--- config.mk ---
export PLATFORM = sky130hd
export DESIGN_NAME = differential_drive_odometry
export DESIGN_NICKNAME = d
export VERILOG_FILES = /design/src/rtl/ddo_pkg.sv /design/src/rtl/differential_drive_odometry.sv
export SDC_FILE = /design/constraint.sdc
export NUM_CORES = 2
export LEC_CHECK = 0
export ABC_CLOCK_PERIOD_IN_PS = 14900
export CAP_MARGIN = 10
export CORE_MARGIN = 2
export CORE_UTILIZATION = 55
export DETAILED_ROUTE_END_ITERATION = 12
export DONT_BUFFER_PORTS = 1
export PLACE_DENSITY_LB_ADDON = 0.08
export RECOVER_POWER = 50
export SKIP_CTS_REPAIR_TIMING = 1
export SLEW_MARGIN = 0
export SYNTH_ARGS = -nofsm -noshare
export SYNTH_HDL_FRONTEND = slang
export SYNTH_SLANG_ARGS = --single-unit
--- constraint.sdc ---
create_clock -name clock -period 14.9 [get_ports clock]
set_input_delay 2.98 -clock clock [delete_from_list [all_inputs] [get_ports clock]]
set_output_delay 2.98 -clock clock [all_outputs]
set_load 0.05 [all_outputs]
--- src/rtl/ddo_pkg.sv ---
// shared constants, types and tables for the differential drive odometry block
package ddo_pkg;

   localparam int FRAC_BITS    = 16;
   localparam int CORDIC_STEPS = 24;

   localparam int DATA_W      = 32;
   localparam int DPC_W       = 24;
   localparam int RATE_W      = 16;
   localparam int SPACING_W   = 31;
   localparam int CSR_DATA_W  = 31;
   localparam int CSR_INDEX_W = 2;

   localparam logic [CSR_INDEX_W-1:0] CSR_DISTANCE_PER_COUNT = 2'd0;
   localparam logic [CSR_INDEX_W-1:0] CSR_SAMPLE_RATE_HZ     = 2'd1;
   localparam logic [CSR_INDEX_W-1:0] CSR_WHEEL_SPACING      = 2'd2;

   localparam logic [DPC_W-1:0]     DPC_RESET     = 24'd69578;
   localparam logic [RATE_W-1:0]    RATE_RESET    = 16'd250;
   localparam logic [SPACING_W-1:0] SPACING_RESET = 31'd18428723;

   localparam int DIFF_W     = DATA_W + 1;
   localparam int TRAVEL_W   = DIFF_W + DPC_W - (32 - FRAC_BITS);
   localparam int SUM_W      = TRAVEL_W + 1;
   localparam int PROD_W     = 72;
   localparam int MPL_W      = 33;
   localparam int DIV_NUM_W  = SUM_W + 37;
   localparam int DIV_STEPS  = 32;
   localparam int HEAD_W     = 36;
   localparam int CORD_W     = 34;
   localparam int CNT_W      = 6;
   localparam int STEP_IDX_W = 5;

   localparam logic signed [HEAD_W-1:0] PI_Q29      = 36'sd1686629713;
   localparam logic signed [HEAD_W-1:0] TWO_PI_Q29  = 36'sd3373259426;
   localparam logic signed [HEAD_W-1:0] HALF_PI_Q29 = 36'sd843314857;
   localparam logic signed [CORD_W-1:0] GAIN_Q30    = 34'sd652032874;

   typedef logic signed [PROD_W-1:0] prod_type;

   function automatic logic signed [DATA_W-1:0] sat32(input prod_type v);
      prod_type hi;
      prod_type lo;
      hi = prod_type'(64'sd2147483647);
      lo = prod_type'(-64'sd2147483648);
      if (v > hi) begin
         sat32 = 32'sh7fff_ffff;
      end else if (v < lo) begin
         sat32 = 32'sh8000_0000;
      end else begin
         sat32 = v[DATA_W-1:0];
      end
   endfunction

   // arctangent of 2^-i in q29, rounded
   function automatic logic [31:0] atan_q29(input logic [STEP_IDX_W-1:0] idx);
      case (idx)
         5'd0:  atan_q29 = 32'd421657428;
         5'd1:  atan_q29 = 32'd248918915;
         5'd2:  atan_q29 = 32'd131521918;
         5'd3:  atan_q29 = 32'd66762579;
         5'd4:  atan_q29 = 32'd33510843;
         5'd5:  atan_q29 = 32'd16771758;
         5'd6:  atan_q29 = 32'd8387925;
         5'd7:  atan_q29 = 32'd4194219;
         5'd8:  atan_q29 = 32'd2097141;
         5'd9:  atan_q29 = 32'd1048575;
         5'd10: atan_q29 = 32'd524288;
         5'd11: atan_q29 = 32'd262144;
         5'd12: atan_q29 = 32'd131072;
         5'd13: atan_q29 = 32'd65536;
         5'd14: atan_q29 = 32'd32768;
         5'd15: atan_q29 = 32'd16384;
         5'd16: atan_q29 = 32'd8192;
         5'd17: atan_q29 = 32'd4096;
         5'd18: atan_q29 = 32'd2048;
         5'd19: atan_q29 = 32'd1024;
         5'd20: atan_q29 = 32'd512;
         5'd21: atan_q29 = 32'd256;
         5'd22: atan_q29 = 32'd128;
         5'd23: atan_q29 = 32'd64;
         5'd24: atan_q29 = 32'd32;
         5'd25: atan_q29 = 32'd16;
         5'd26: atan_q29 = 32'd8;
         5'd27: atan_q29 = 32'd4;
         5'd28: atan_q29 = 32'd2;
         5'd29: atan_q29 = 32'd1;
         default: atan_q29 = 32'd0;
      endcase
   endfunction

endpackage

--- src/rtl/differential_drive_odometry.sv ---
// differential drive wheel odometry: encoder counts in, pose and speeds out
//
// an item on the req channel carries the right and left encoder counts; it is
// taken when req_valid is high and req_stall is low. one result item per input
// item leaves on the rsp channel with x, y, heading and four speeds.
// all arithmetic runs on one bit-serial multiplier, one restoring divider and
// one cordic stage under a small sequencer. an item takes eight multiplies,
// two divides and 24 cordic iterations. req_stall is high for the whole item.
// the result sits in an output register, so a new item is taken while the
// previous result still waits; a stalled receiver holds the result and the
// next item waits at its last step until the output register frees up.
// csr writes take effect at once and are meant for idle periods.
// reset (synchronous, active high) clears pose, heading, the previous counts
// and loads the default configuration.
module differential_drive_odometry (
   input  logic                                       clock,
   input  logic                                       reset,
   input  logic                                       req_valid,
   output logic                                       req_stall,
   input  logic signed [ddo_pkg::DATA_W-1:0]          req_right_count,
   input  logic signed [ddo_pkg::DATA_W-1:0]          req_left_count,
   output logic                                       rsp_valid,
   input  logic                                       rsp_stall,
   output logic signed [ddo_pkg::DATA_W-1:0]          rsp_x_position,
   output logic signed [ddo_pkg::DATA_W-1:0]          rsp_y_position,
   output logic signed [ddo_pkg::DATA_W-1:0]          rsp_heading,
   output logic signed [ddo_pkg::DATA_W-1:0]          rsp_right_speed,
   output logic signed [ddo_pkg::DATA_W-1:0]          rsp_left_speed,
   output logic signed [ddo_pkg::DATA_W-1:0]          rsp_linear_speed,
   output logic signed [ddo_pkg::DATA_W-1:0]          rsp_angular_speed,
   input  logic                                       csr_write,
   input  logic [ddo_pkg::CSR_INDEX_W-1:0]            csr_index,
   input  logic [ddo_pkg::CSR_DATA_W-1:0]             csr_wdata
);

   localparam int DATA_W    = ddo_pkg::DATA_W;
   localparam int DIFF_W    = ddo_pkg::DIFF_W;
   localparam int TRAVEL_W  = ddo_pkg::TRAVEL_W;
   localparam int SUM_W     = ddo_pkg::SUM_W;
   localparam int PROD_W    = ddo_pkg::PROD_W;
   localparam int MPL_W     = ddo_pkg::MPL_W;
   localparam int DIV_NUM_W = ddo_pkg::DIV_NUM_W;
   localparam int HEAD_W    = ddo_pkg::HEAD_W;
   localparam int CORD_W    = ddo_pkg::CORD_W;
   localparam int CNT_W     = ddo_pkg::CNT_W;
   localparam int SPACING_W = ddo_pkg::SPACING_W;
   localparam int HI_W      = DIV_NUM_W - 32;

   localparam logic [2:0] ST_IDLE = 3'd0;
   localparam logic [2:0] ST_MUL  = 3'd1;
   localparam logic [2:0] ST_DIV  = 3'd2;
   localparam logic [2:0] ST_NEXT = 3'd3;
   localparam logic [2:0] ST_WRAP = 3'd4;
   localparam logic [2:0] ST_FOLD = 3'd5;
   localparam logic [2:0] ST_CORD = 3'd6;
   localparam logic [2:0] ST_DONE = 3'd7;

   localparam logic [3:0] STEP_TR      = 4'd0;
   localparam logic [3:0] STEP_TL      = 4'd1;
   localparam logic [3:0] STEP_VR      = 4'd2;
   localparam logic [3:0] STEP_VL      = 4'd3;
   localparam logic [3:0] STEP_LIN     = 4'd4;
   localparam logic [3:0] STEP_ANG_MUL = 4'd5;
   localparam logic [3:0] STEP_ANG_DIV = 4'd6;
   localparam logic [3:0] STEP_DTH     = 4'd7;
   localparam logic [3:0] STEP_COS     = 4'd8;
   localparam logic [3:0] STEP_PX      = 4'd9;
   localparam logic [3:0] STEP_PY      = 4'd10;

   localparam logic [CNT_W-1:0] MUL_LAST  = CNT_W'(MPL_W - 1);
   localparam logic [CNT_W-1:0] DIV_LAST  = CNT_W'(ddo_pkg::DIV_STEPS);
   localparam logic [CNT_W-1:0] CORD_LAST = CNT_W'(ddo_pkg::CORDIC_STEPS - 1);

   localparam logic signed [SUM_W-1:0] MT_MAX = SUM_W'(64'sd4294967296);
   localparam logic signed [SUM_W-1:0] MT_MIN = SUM_W'(-64'sd4294967296);

   logic [2:0]                          state_ff, state_in;
   logic [3:0]                          step_ff, step_in;
   logic [CNT_W-1:0]                    cnt_ff, cnt_in;
   logic [ddo_pkg::DPC_W-1:0]           dpc_ff, dpc_in;
   logic [ddo_pkg::RATE_W-1:0]          rate_ff, rate_in;
   logic [SPACING_W-1:0]                spacing_ff, spacing_in;
   logic signed [DATA_W-1:0]            prev_right_ff, prev_right_in;
   logic signed [DATA_W-1:0]            prev_left_ff, prev_left_in;
   logic signed [DATA_W-1:0]            pos_x_ff, pos_x_in;
   logic signed [DATA_W-1:0]            pos_y_ff, pos_y_in;
   logic signed [DATA_W-1:0]            angle_ff, angle_in;
   logic signed [DIFF_W-1:0]            dl_ff, dl_in;
   logic signed [TRAVEL_W-1:0]          tr_ff, tr_in;
   logic signed [TRAVEL_W-1:0]          tl_ff, tl_in;
   logic signed [DATA_W-1:0]            vr_ff, vr_in;
   logic signed [DATA_W-1:0]            vl_ff, vl_in;
   logic signed [DATA_W-1:0]            lin_ff, lin_in;
   logic signed [DATA_W-1:0]            ang_ff, ang_in;
   logic signed [HEAD_W-1:0]            nw_ff, nw_in;
   logic signed [HEAD_W-1:0]            z_ff, z_in;
   logic signed [CORD_W-1:0]            cx_ff, cx_in;
   logic signed [CORD_W-1:0]            cy_ff, cy_in;
   logic                                flip_ff, flip_in;
   ddo_pkg::prod_type                   acc_ff, acc_in;
   ddo_pkg::prod_type                   mcand_ff, mcand_in;
   logic [MPL_W-1:0]                    mplier_ff, mplier_in;
   logic                                neg_ff, neg_in;
   logic [DIV_NUM_W-1:0]                num_ff, num_in;
   logic [SPACING_W-1:0]                rem_ff, rem_in;
   logic [31:0]                         quo_ff, quo_in;
   logic                                ovf_ff, ovf_in;
   logic                                dneg_ff, dneg_in;
   logic                                rsp_valid_ff, rsp_valid_in;
   logic signed [DATA_W-1:0]            out_x_ff, out_x_in;
   logic signed [DATA_W-1:0]            out_y_ff, out_y_in;
   logic signed [DATA_W-1:0]            out_head_ff, out_head_in;
   logic signed [DATA_W-1:0]            out_vr_ff, out_vr_in;
   logic signed [DATA_W-1:0]            out_vl_ff, out_vl_in;
   logic signed [DATA_W-1:0]            out_lin_ff, out_lin_in;
   logic signed [DATA_W-1:0]            out_ang_ff, out_ang_in;

   logic [SPACING_W-1:0]                sp;

   assign sp = (spacing_ff == '0) ? SPACING_W'(1) : spacing_ff;

   always_comb begin
      ddo_pkg::prod_type         prod;
      ddo_pkg::prod_type         pstep;
      logic signed [SUM_W-1:0]   sum;
      logic signed [SUM_W-1:0]   diff;
      logic [SUM_W-1:0]          un;
      logic signed [SUM_W-1:0]   half;
      logic signed [SUM_W-1:0]   mt;
      logic [MPL_W-1:0]          mt_mag;
      logic [31:0]               qcap;
      logic signed [32:0]        qsig;
      logic [HI_W-1:0]           hi;
      logic [31:0]               dtrial;
      logic [31:0]               dsub;
      logic                      ge;
      logic signed [CORD_W-1:0]  xs;
      logic signed [CORD_W-1:0]  ys;
      logic signed [HEAD_W-1:0]  at;
      logic signed [HEAD_W-1:0]  nw_new;
      logic signed [HEAD_W:0]    mid_sum;
      logic signed [HEAD_W-1:0]  hw;
      logic signed [DATA_W-1:0]  rdiff;
      logic signed [DATA_W-1:0]  ldiff;
      logic                      mul_go;
      ddo_pkg::prod_type         mul_a;
      logic [MPL_W-1:0]          mul_b;
      logic                      mul_n;
      logic                      div_go;
      logic [DIV_NUM_W-1:0]      div_n;

      state_in      = state_ff;
      step_in       = step_ff;
      cnt_in        = cnt_ff;
      dpc_in        = dpc_ff;
      rate_in       = rate_ff;
      spacing_in    = spacing_ff;
      prev_right_in = prev_right_ff;
      prev_left_in  = prev_left_ff;
      pos_x_in      = pos_x_ff;
      pos_y_in      = pos_y_ff;
      angle_in      = angle_ff;
      dl_in         = dl_ff;
      tr_in         = tr_ff;
      tl_in         = tl_ff;
      vr_in         = vr_ff;
      vl_in         = vl_ff;
      lin_in        = lin_ff;
      ang_in        = ang_ff;
      nw_in         = nw_ff;
      z_in          = z_ff;
      cx_in         = cx_ff;
      cy_in         = cy_ff;
      flip_in       = flip_ff;
      acc_in        = acc_ff;
      mcand_in      = mcand_ff;
      mplier_in     = mplier_ff;
      neg_in        = neg_ff;
      num_in        = num_ff;
      rem_in        = rem_ff;
      quo_in        = quo_ff;
      ovf_in        = ovf_ff;
      dneg_in       = dneg_ff;
      rsp_valid_in  = rsp_valid_ff && rsp_stall;
      out_x_in      = out_x_ff;
      out_y_in      = out_y_ff;
      out_head_in   = out_head_ff;
      out_vr_in     = out_vr_ff;
      out_vl_in     = out_vl_ff;
      out_lin_in    = out_lin_ff;
      out_ang_in    = out_ang_ff;

      mul_go = 1'b0;
      mul_a  = '0;
      mul_b  = '0;
      mul_n  = 1'b0;
      div_go = 1'b0;
      div_n  = '0;

      prod  = neg_ff ? -acc_ff : acc_ff;
      pstep = prod >>> 30;
      sum   = SUM_W'(tr_ff) + SUM_W'(tl_ff);
      diff  = SUM_W'(tr_ff) - SUM_W'(tl_ff);
      un    = diff[SUM_W-1] ? SUM_W'(-diff) : SUM_W'(diff);
      half  = sum >>> 1;
      if (half > MT_MAX) begin
         mt = MT_MAX;
      end else if (half < MT_MIN) begin
         mt = MT_MIN;
      end else begin
         mt = half;
      end
      mt_mag = mt[SUM_W-1] ? MPL_W'(-mt) : MPL_W'(mt);

      qcap = (ovf_ff || quo_ff > 32'h8000_0000) ? 32'h8000_0000 : quo_ff;
      qsig = dneg_ff ? -$signed({1'b0, qcap}) : $signed({1'b0, qcap});

      hi     = num_ff[DIV_NUM_W-1:32];
      dtrial = {rem_ff, num_ff[31]};
      dsub   = dtrial - {1'b0, sp};
      ge     = dtrial >= {1'b0, sp};

      xs = cx_ff >>> cnt_ff;
      ys = cy_ff >>> cnt_ff;
      at = HEAD_W'(ddo_pkg::atan_q29(cnt_ff[ddo_pkg::STEP_IDX_W-1:0]));

      nw_new  = HEAD_W'(angle_ff) + HEAD_W'(qsig);
      mid_sum = (HEAD_W+1)'(angle_ff) + (HEAD_W+1)'(nw_new);

      hw = nw_ff;
      if (hw > ddo_pkg::PI_Q29) begin
         hw = hw - ddo_pkg::TWO_PI_Q29;
      end
      if (hw < -ddo_pkg::PI_Q29) begin
         hw = hw + ddo_pkg::TWO_PI_Q29;
      end

      rdiff = req_right_count - prev_right_ff;
      ldiff = req_left_count - prev_left_ff;

      if (csr_write) begin
         unique case (csr_index)
            ddo_pkg::CSR_DISTANCE_PER_COUNT: dpc_in = csr_wdata[ddo_pkg::DPC_W-1:0];
            ddo_pkg::CSR_SAMPLE_RATE_HZ:     rate_in = csr_wdata[ddo_pkg::RATE_W-1:0];
            ddo_pkg::CSR_WHEEL_SPACING:      spacing_in = csr_wdata[SPACING_W-1:0];
            default: ;
         endcase
      end

      unique case (state_ff)
         ST_IDLE: begin
            if (req_valid) begin
               prev_right_in = req_right_count;
               prev_left_in  = req_left_count;
               dl_in         = -DIFF_W'(ldiff);
               step_in       = STEP_TR;
               mul_go        = 1'b1;
               mul_a         = PROD_W'(rdiff);
               mul_b         = MPL_W'(dpc_ff);
            end
         end
         ST_MUL: begin
            if (mplier_ff[0]) begin
               acc_in = acc_ff + mcand_ff;
            end
            mcand_in  = mcand_ff <<< 1;
            mplier_in = mplier_ff >> 1;
            if (cnt_ff == MUL_LAST) begin
               state_in = ST_NEXT;
            end else begin
               cnt_in = cnt_ff + CNT_W'(1);
            end
         end
         ST_DIV: begin
            if (cnt_ff == '0) begin
               ovf_in = hi >= HI_W'(sp);
               rem_in = hi[SPACING_W-1:0];
               quo_in = '0;
            end else begin
               rem_in = ge ? dsub[SPACING_W-1:0] : dtrial[SPACING_W-1:0];
               quo_in = {quo_ff[30:0], ge};
               num_in = num_ff << 1;
            end
            if (cnt_ff == DIV_LAST) begin
               state_in = ST_NEXT;
            end else begin
               cnt_in = cnt_ff + CNT_W'(1);
            end
         end
         ST_NEXT: begin
            unique case (step_ff)
               STEP_TR: begin
                  tr_in   = TRAVEL_W'(prod >>> (32 - ddo_pkg::FRAC_BITS));
                  step_in = STEP_TL;
                  mul_go  = 1'b1;
                  mul_a   = PROD_W'(dl_ff);
                  mul_b   = MPL_W'(dpc_ff);
               end
               STEP_TL: begin
                  tl_in   = TRAVEL_W'(prod >>> (32 - ddo_pkg::FRAC_BITS));
                  step_in = STEP_VR;
                  mul_go  = 1'b1;
                  mul_a   = PROD_W'(tr_ff);
                  mul_b   = MPL_W'(rate_ff);
               end
               STEP_VR: begin
                  vr_in   = ddo_pkg::sat32(prod);
                  step_in = STEP_VL;
                  mul_go  = 1'b1;
                  mul_a   = PROD_W'(tl_ff);
                  mul_b   = MPL_W'(rate_ff);
               end
               STEP_VL: begin
                  vl_in   = ddo_pkg::sat32(prod);
                  step_in = STEP_LIN;
                  mul_go  = 1'b1;
                  mul_a   = PROD_W'(sum);
                  mul_b   = MPL_W'(rate_ff);
               end
               STEP_LIN: begin
                  lin_in  = ddo_pkg::sat32(prod >>> 1);
                  dneg_in = diff[SUM_W-1];
                  step_in = STEP_ANG_MUL;
                  mul_go  = 1'b1;
                  mul_a   = PROD_W'(un);
                  mul_b   = MPL_W'(rate_ff);
               end
               STEP_ANG_MUL: begin
                  step_in = STEP_ANG_DIV;
                  div_go  = 1'b1;
                  div_n   = DIV_NUM_W'(prod) << 16;
               end
               STEP_ANG_DIV: begin
                  ang_in  = ddo_pkg::sat32(PROD_W'(qsig));
                  step_in = STEP_DTH;
                  div_go  = 1'b1;
                  div_n   = DIV_NUM_W'(un) << (45 - ddo_pkg::FRAC_BITS);
               end
               STEP_DTH: begin
                  nw_in    = nw_new;
                  z_in     = HEAD_W'(mid_sum >>> 1);
                  state_in = ST_WRAP;
               end
               STEP_COS: begin
                  step_in = STEP_PX;
                  mul_go  = 1'b1;
                  mul_a   = PROD_W'(flip_ff ? -cx_ff : cx_ff);
                  mul_b   = mt_mag;
                  mul_n   = mt[SUM_W-1];
               end
               STEP_PX: begin
                  pos_x_in = ddo_pkg::sat32(PROD_W'(pos_x_ff) + pstep);
                  step_in  = STEP_PY;
                  mul_go   = 1'b1;
                  mul_a    = PROD_W'(flip_ff ? -cy_ff : cy_ff);
                  mul_b    = mt_mag;
                  mul_n    = mt[SUM_W-1];
               end
               STEP_PY: begin
                  pos_y_in = ddo_pkg::sat32(PROD_W'(pos_y_ff) + pstep);
                  angle_in = ddo_pkg::sat32(PROD_W'(hw));
                  state_in = ST_DONE;
               end
               default: state_in = ST_IDLE;
            endcase
         end
         ST_WRAP: begin
            if (z_ff > ddo_pkg::PI_Q29) begin
               z_in = z_ff - ddo_pkg::TWO_PI_Q29;
            end else if (z_ff < -ddo_pkg::PI_Q29) begin
               z_in = z_ff + ddo_pkg::TWO_PI_Q29;
            end
            state_in = ST_FOLD;
         end
         ST_FOLD: begin
            flip_in = 1'b0;
            if (z_ff > ddo_pkg::HALF_PI_Q29) begin
               z_in    = z_ff - ddo_pkg::PI_Q29;
               flip_in = 1'b1;
            end else if (z_ff < -ddo_pkg::HALF_PI_Q29) begin
               z_in    = z_ff + ddo_pkg::PI_Q29;
               flip_in = 1'b1;
            end
            cx_in    = ddo_pkg::GAIN_Q30;
            cy_in    = '0;
            cnt_in   = '0;
            state_in = ST_CORD;
         end
         ST_CORD: begin
            if (!z_ff[HEAD_W-1]) begin
               cx_in = cx_ff - ys;
               cy_in = cy_ff + xs;
               z_in  = z_ff - at;
            end else begin
               cx_in = cx_ff + ys;
               cy_in = cy_ff - xs;
               z_in  = z_ff + at;
            end
            if (cnt_ff == CORD_LAST) begin
               step_in  = STEP_COS;
               state_in = ST_NEXT;
            end else begin
               cnt_in = cnt_ff + CNT_W'(1);
            end
         end
         ST_DONE: begin
            if (!rsp_valid_ff || !rsp_stall) begin
               rsp_valid_in = 1'b1;
               out_x_in     = pos_x_ff;
               out_y_in     = pos_y_ff;
               out_head_in  = angle_ff;
               out_vr_in    = vr_ff;
               out_vl_in    = vl_ff;
               out_lin_in   = lin_ff;
               out_ang_in   = ang_ff;
               state_in     = ST_IDLE;
            end
         end
         default: state_in = ST_IDLE;
      endcase

      if (mul_go) begin
         acc_in    = '0;
         mcand_in  = mul_a;
         mplier_in = mul_b;
         neg_in    = mul_n;
         cnt_in    = '0;
         state_in  = ST_MUL;
      end
      if (div_go) begin
         num_in   = div_n;
         cnt_in   = '0;
         state_in = ST_DIV;
      end
   end

   always_ff @(posedge clock) begin
      if (reset) begin
         state_ff      <= ST_IDLE;
         step_ff       <= STEP_TR;
         cnt_ff        <= '0;
         dpc_ff        <= ddo_pkg::DPC_RESET;
         rate_ff       <= ddo_pkg::RATE_RESET;
         spacing_ff    <= ddo_pkg::SPACING_RESET;
         prev_right_ff <= '0;
         prev_left_ff  <= '0;
         pos_x_ff      <= '0;
         pos_y_ff      <= '0;
         angle_ff      <= '0;
         rsp_valid_ff  <= 1'b0;
      end else begin
         state_ff      <= state_in;
         step_ff       <= step_in;
         cnt_ff        <= cnt_in;
         dpc_ff        <= dpc_in;
         rate_ff       <= rate_in;
         spacing_ff    <= spacing_in;
         prev_right_ff <= prev_right_in;
         prev_left_ff  <= prev_left_in;
         pos_x_ff      <= pos_x_in;
         pos_y_ff      <= pos_y_in;
         angle_ff      <= angle_in;
         rsp_valid_ff  <= rsp_valid_in;
      end
   end

   always_ff @(posedge clock) begin
      dl_ff       <= dl_in;
      tr_ff       <= tr_in;
      tl_ff       <= tl_in;
      vr_ff       <= vr_in;
      vl_ff       <= vl_in;
      lin_ff      <= lin_in;
      ang_ff      <= ang_in;
      nw_ff       <= nw_in;
      z_ff        <= z_in;
      cx_ff       <= cx_in;
      cy_ff       <= cy_in;
      flip_ff     <= flip_in;
      acc_ff      <= acc_in;
      mcand_ff    <= mcand_in;
      mplier_ff   <= mplier_in;
      neg_ff      <= neg_in;
      num_ff      <= num_in;
      rem_ff      <= rem_in;
      quo_ff      <= quo_in;
      ovf_ff      <= ovf_in;
      dneg_ff     <= dneg_in;
      out_x_ff    <= out_x_in;
      out_y_ff    <= out_y_in;
      out_head_ff <= out_head_in;
      out_vr_ff   <= out_vr_in;
      out_vl_ff   <= out_vl_in;
      out_lin_ff  <= out_lin_in;
      out_ang_ff  <= out_ang_in;
   end

   assign req_stall         = (state_ff != ST_IDLE);
   assign rsp_valid         = rsp_valid_ff;
   assign rsp_x_position    = out_x_ff;
   assign rsp_y_position    = out_y_ff;
   assign rsp_heading       = out_head_ff;
   assign rsp_right_speed   = out_vr_ff;
   assign rsp_left_speed    = out_vl_ff;
   assign rsp_linear_speed  = out_lin_ff;
   assign rsp_angular_speed = out_ang_ff;

   // an accepted item always starts with the right wheel travel multiply
   assert property (@(posedge clock) disable iff (reset)
      (req_valid && !req_stall) |=> (state_ff == ST_MUL && step_ff == STEP_TR))
      else $error("accepted item did not start the travel multiply");

   assert property (@(posedge clock) disable iff (reset)
      (state_ff == ST_CORD) |-> (cnt_ff <= CORD_LAST))
      else $error("cordic iteration count out of range");

   assert property (@(posedge clock) disable iff (reset)
      (state_ff == ST_DONE && !(rsp_valid_ff && rsp_stall))
      |=> (rsp_valid_ff && state_ff == ST_IDLE))
      else $error("finished item not moved to the output register");

   // restoring divider keeps its remainder below the divisor unless the quotient overflows
   assert property (@(posedge clock) disable iff (reset)
      (state_ff == ST_DIV && cnt_ff != '0 && !ovf_ff) |-> (rem_ff < sp))
      else $error("divider remainder not below spacing");

endmodule

==> impl_metrics.csv <==
group,metric,value,unit
run_status,status,"complete, but fails checks",
run_status,violations,"capacitance limit, slew limit",
power,p_int,7360,µW
placement,portBuffers,0,
power,pwr-share-seq,35.6,%
synthesis,avgSynthCellArea,8.99,µm²
placement,placed_cell_area,88300,µm²
sta,fmaxAchievable,89.7,MHz
drt,wl_per_cell,25.8,µm
synthesis,yosysUniqueCellTypes,105,
power,power.total,11900,µW
final_layout,final_nets,10097,
worst_setup_path,cp_slowest_cell,"clkdlybuf4s25_1",
drt,routed_via_density,6.61,
final_layout,syn_to_final_growth,7.54,%
grt,antenna_found_initial,26,
die,die_h,400,µm
sta,max_slew_margin,-409,%
placement,dp_hpwl,226000,µm
sta,fin_worst_skew,0.0403,ns
worst_setup_path,r2r_start,"cnt_ff[0]$_SDFFE_PP0P_",
power,netSwitchingPower,4550,µW
worst_setup_path,required,15.07,ns
sta,slew_violations,1426,
worst_setup_path,path_class,"input pin to flop",
sta,setup_tns,0,ns
worst_setup_path,path_delay_family,"buffers and inverters",
synthesis,synth_area,86400,µm²
worst_setup_path,crit_path_start_kind,"input pin",
sta,rsz0062_at_grt,"false",
die,start_util,55.4,%
sta,finalHoldViolCount,0,
grt,gr-total-overflow,0,
synthesis,syn_nets,10313,
power,power_density,128,nW/µm²
clock_tree,clockRootBuffer,"clkbuf_16",
grt,grt_pass1_vias,70266,
sta,worstMarginPinSlew,7.63,ns
clock_tree,clockBufferDepth,3,
synthesis,synth_warnings,0,
drt,route.detailed.drc,0,
worst_setup_path,cp_cell_sequence,"a21oi_1 > clkbuf_1 > clkdlybuf4s25_1",
hold_path,hold_end,"rsp_angular_speed[6]$_DFFE_PP_",
die,io_pins,328,
placement,dp_cells,11307,
worst_setup_path,crit_path_end_kind,"flop",
final_layout,layout-drive-gt1-share,5.90,%
worst_setup_path,cp_max_fo,177,
synthesis,synth-main-ff-cell,"edfxtp_1",
sta,fin_crit_sh,74.9,%
final_layout,final_area,92900,µm²
grt,grt_usage,35.9,%
hold_path,worstHoldStart,"ang_ff[6]$_SDFFCE_PN1P_",
drt,drt_wl_total,299000,µm
power,switching_share,38.2,%
synthesis,synth.area.top_cells,"edfxtp_1, ha_1, dfxtp_1",
sta,period_minus_slack,11.15,ns
worst_setup_path,worstPathArrival,11.32,ns
clock_tree,clk_latency,0.80,ns
placement,gp_congestion,1.02,
die,die_area,160000,µm²
drt,vias,76506,
synthesis,ys_ff_latch,1186,
synthesis,synth_top_area_share,29.2,%
worst_setup_path,worst-path-buf-inv,2,
power,comb_power_share,34.1,%
power,peakVddDrop,129,µV
die,dieWidth,400,µm
hold_path,hp-class,"flop to flop",
worst_setup_path,reg2reg_depth,24,
drt,dr.pass1.iters,8,
synthesis,synth_commonest_cells,"nand2_1, a21oi_1, edfxtp_1",
synthesis,synth_edf_count,840,
clock_tree,clk_pin_slew,0.06,ns
power,p_leak,0.0358,µW
drt,ant_nets,0,
power,power.share.clock,30.3,%
synthesis,synth_top_area_cell,"edfxtp_1",
die,fp-row-count,145,
sta,setup_violations,0,
clock_tree,clkSinkCount,1186,
grt,grt_max_degree,241,
worst_setup_path,slowest_delay,5.77,ns
synthesis,synth.most_common_cell,"nand2_1",
clock_tree,cts_tree,"yes",
synthesis,seq_area_frac_synth,37.2,%
die,core-area,156000,µm²
drt,drt_iter0_markers,9193,
synthesis,syn_inst,9606,
flow_run,maxCapViolations,32,
grt,grt_first_pass_wirelength,443000,µm
clock_tree,h-tree-depth,4,
hold_path,min_delay_path_depth,0,
worst_setup_path,worst-r2r-setup-slack,4.12,ns
worst_setup_path,timing.rr.end,"cy_ff[32]$_SDFFCE_PN0P_",
clock_tree,cts_made_buffers,138,
final_layout,fin_cells,11580,
synthesis,async_flop_share,0,%
per-layer routing:
metal | part of all wire, % | GRT usage (%) | vias to the layer above | wire length, µm
li1 | - | - | 35082 | -
met1 | 42 | 50.5 | 36610 | 125000
met2 | 42 | 52.3 | 4102 | 125000
met3 | 11 | 8.47 | 696 | 33800
met4 | 4.9 | 16.2 | 16 | 14700
met5 | 0.032 | 0 | - | 95
power by group through the flow:
stage          logic (µW)  registers (µW)  clock network (µW)
6_report             4060            4240                3600
5_1_grt              4360            4260                3780
3_5_place_dp         3940            4290                   0
3_3_place_gp         3890            4280                   0
4_1_cts              3960            4220                3650
2_1_floorplan        2740            4130                   0
worst register-to-register path, delay by kind of cell (launching register included):
family,cells,cell delay [ns]
simple gates,3,1.03
xor+xnor,2,0.32
fa+ha+maj,1,0.34
compound gates,14,3.97
flops,1,0.63
buf+inv,1,2.50
mux,3,1.68
placed cells by master, fill, tap and decap left out, types with 58 or more instances in the layout:
| cell | Yosys | layout |
|---|---|---|
| nand2_1 | 995 | 993 |
| edfxtp_1 | 840 | 840 |
| a21oi_1 | 840 | 837 |
| nor2_1 | 816 | 807 |
| ha_1 | 591 | 591 |
| o21ai_0 | 517 | 515 |
| xnor2_1 | 488 | 488 |
| inv_1 | 424 | 422 |
| xor2_1 | 377 | 376 |
| dfxtp_1 | 346 | 344 |
| a21o_1 | 234 | 233 |
| nor3_1 | 230 | 229 |
| a211oi_1 | 181 | 180 |
| nand3_1 | 156 | 154 |
| clkbuf_16 | 0 | 142 |
| a31oi_1 | 113 | 112 |
| nand2b_1 | 105 | 105 |
| nor2b_1 | 104 | 104 |
| o31ai_1 | 96 | 95 |
| o21a_1 | 93 | 93 |
| mux4_2 | 91 | 91 |
| nor4_1 | 89 | 89 |
| o21bai_1 | 88 | 88 |
| or3_1 | 79 | 79 |
| and3_1 | 77 | 75 |
| nand4_1 | 73 | 73 |
| buf_4 | 5 | 71 |
| and2_1 | 67 | 64 |
| o21ai_1 | 63 | 63 |
| a22oi_1 | 60 | 60 |
| o221ai_1 | 58 | 58 |
cells by family after synthesis:
kind of cell               after synthesis  synth area share (%)
AOI/OAI and AO/OA                     2876                  21.5
xor gates and xnor gates               866                  8.80
adders and majority gates              611                  8.95
buffers and inverters                  904                  4.00
DFF                                   1186                  37.2
muxes                                  153                  3.12
and+or+nand+nor                       3010                  16.4
worst max-delay path by stage:
stage / depth (start not counted) / end / slack, ns / from
3_3_place_gp: 25 / pos_y_ff[30]$_SDFFE_PP0P_ / 5.77 / acc_ff[4]$_SDFFE_PP0P_
3_5_place_dp: 25 / pos_y_ff[17]$_SDFFE_PP0P_ / 5.57 / acc_ff[4]$_SDFFE_PP0P_
5_1_grt: 3 / rsp_y_position[9]$_DFFE_PP_ / 2.76 / rsp_stall
4_1_cts: 25 / pos_y_ff[18]$_SDFFE_PP0P_ / 5.54 / acc_ff[4]$_SDFFE_PP0P_
6_report: 3 / rsp_y_position[9]$_DFFE_PP_ / 3.75 / rsp_stall
2_1_floorplan: 1 / rsp_angular_speed[0]$_DFFE_PP_ / 0.54 / rsp_stall
flip-flops by register name, indices dropped and copies added (netlist names), 33 cells and up, named ones only:
signal	cells
nw_ff	34
dl_ff	33
cy_ff	34
num_ff	63
cx_ff	34
acc_ff	72
tr_ff	41
mcand_ff	72
z_ff	36
mplier_ff	33
tl_ff	41
final cells by class:
class                      count  area (µm²)
clock buffer                 164        3700
fill                       13704       63100
tap                         2058        2570
sequential                  1186       32200
antenna                       15        37.5
timing repair buffer         114         712
clock inverter                93        1120
multi-input combinational   7516       51000
inverter                     434        1630
per-stage QoR:
stage | utilization (%) | hold WS [ns] | setup WS [ns]
after detailed placement | 56.6 | 0.405 | 5.57
after global placement | 56.6 | 0.401 | 5.77
after global routing | 59.5 | 0.416 | 2.76
final | 59.6 | 0.402 | 3.75
after CTS | 59.7 | 0.412 | 5.54
after floorplan | - | 0.400 | 0.541
(Power assumes the default switching activity.)
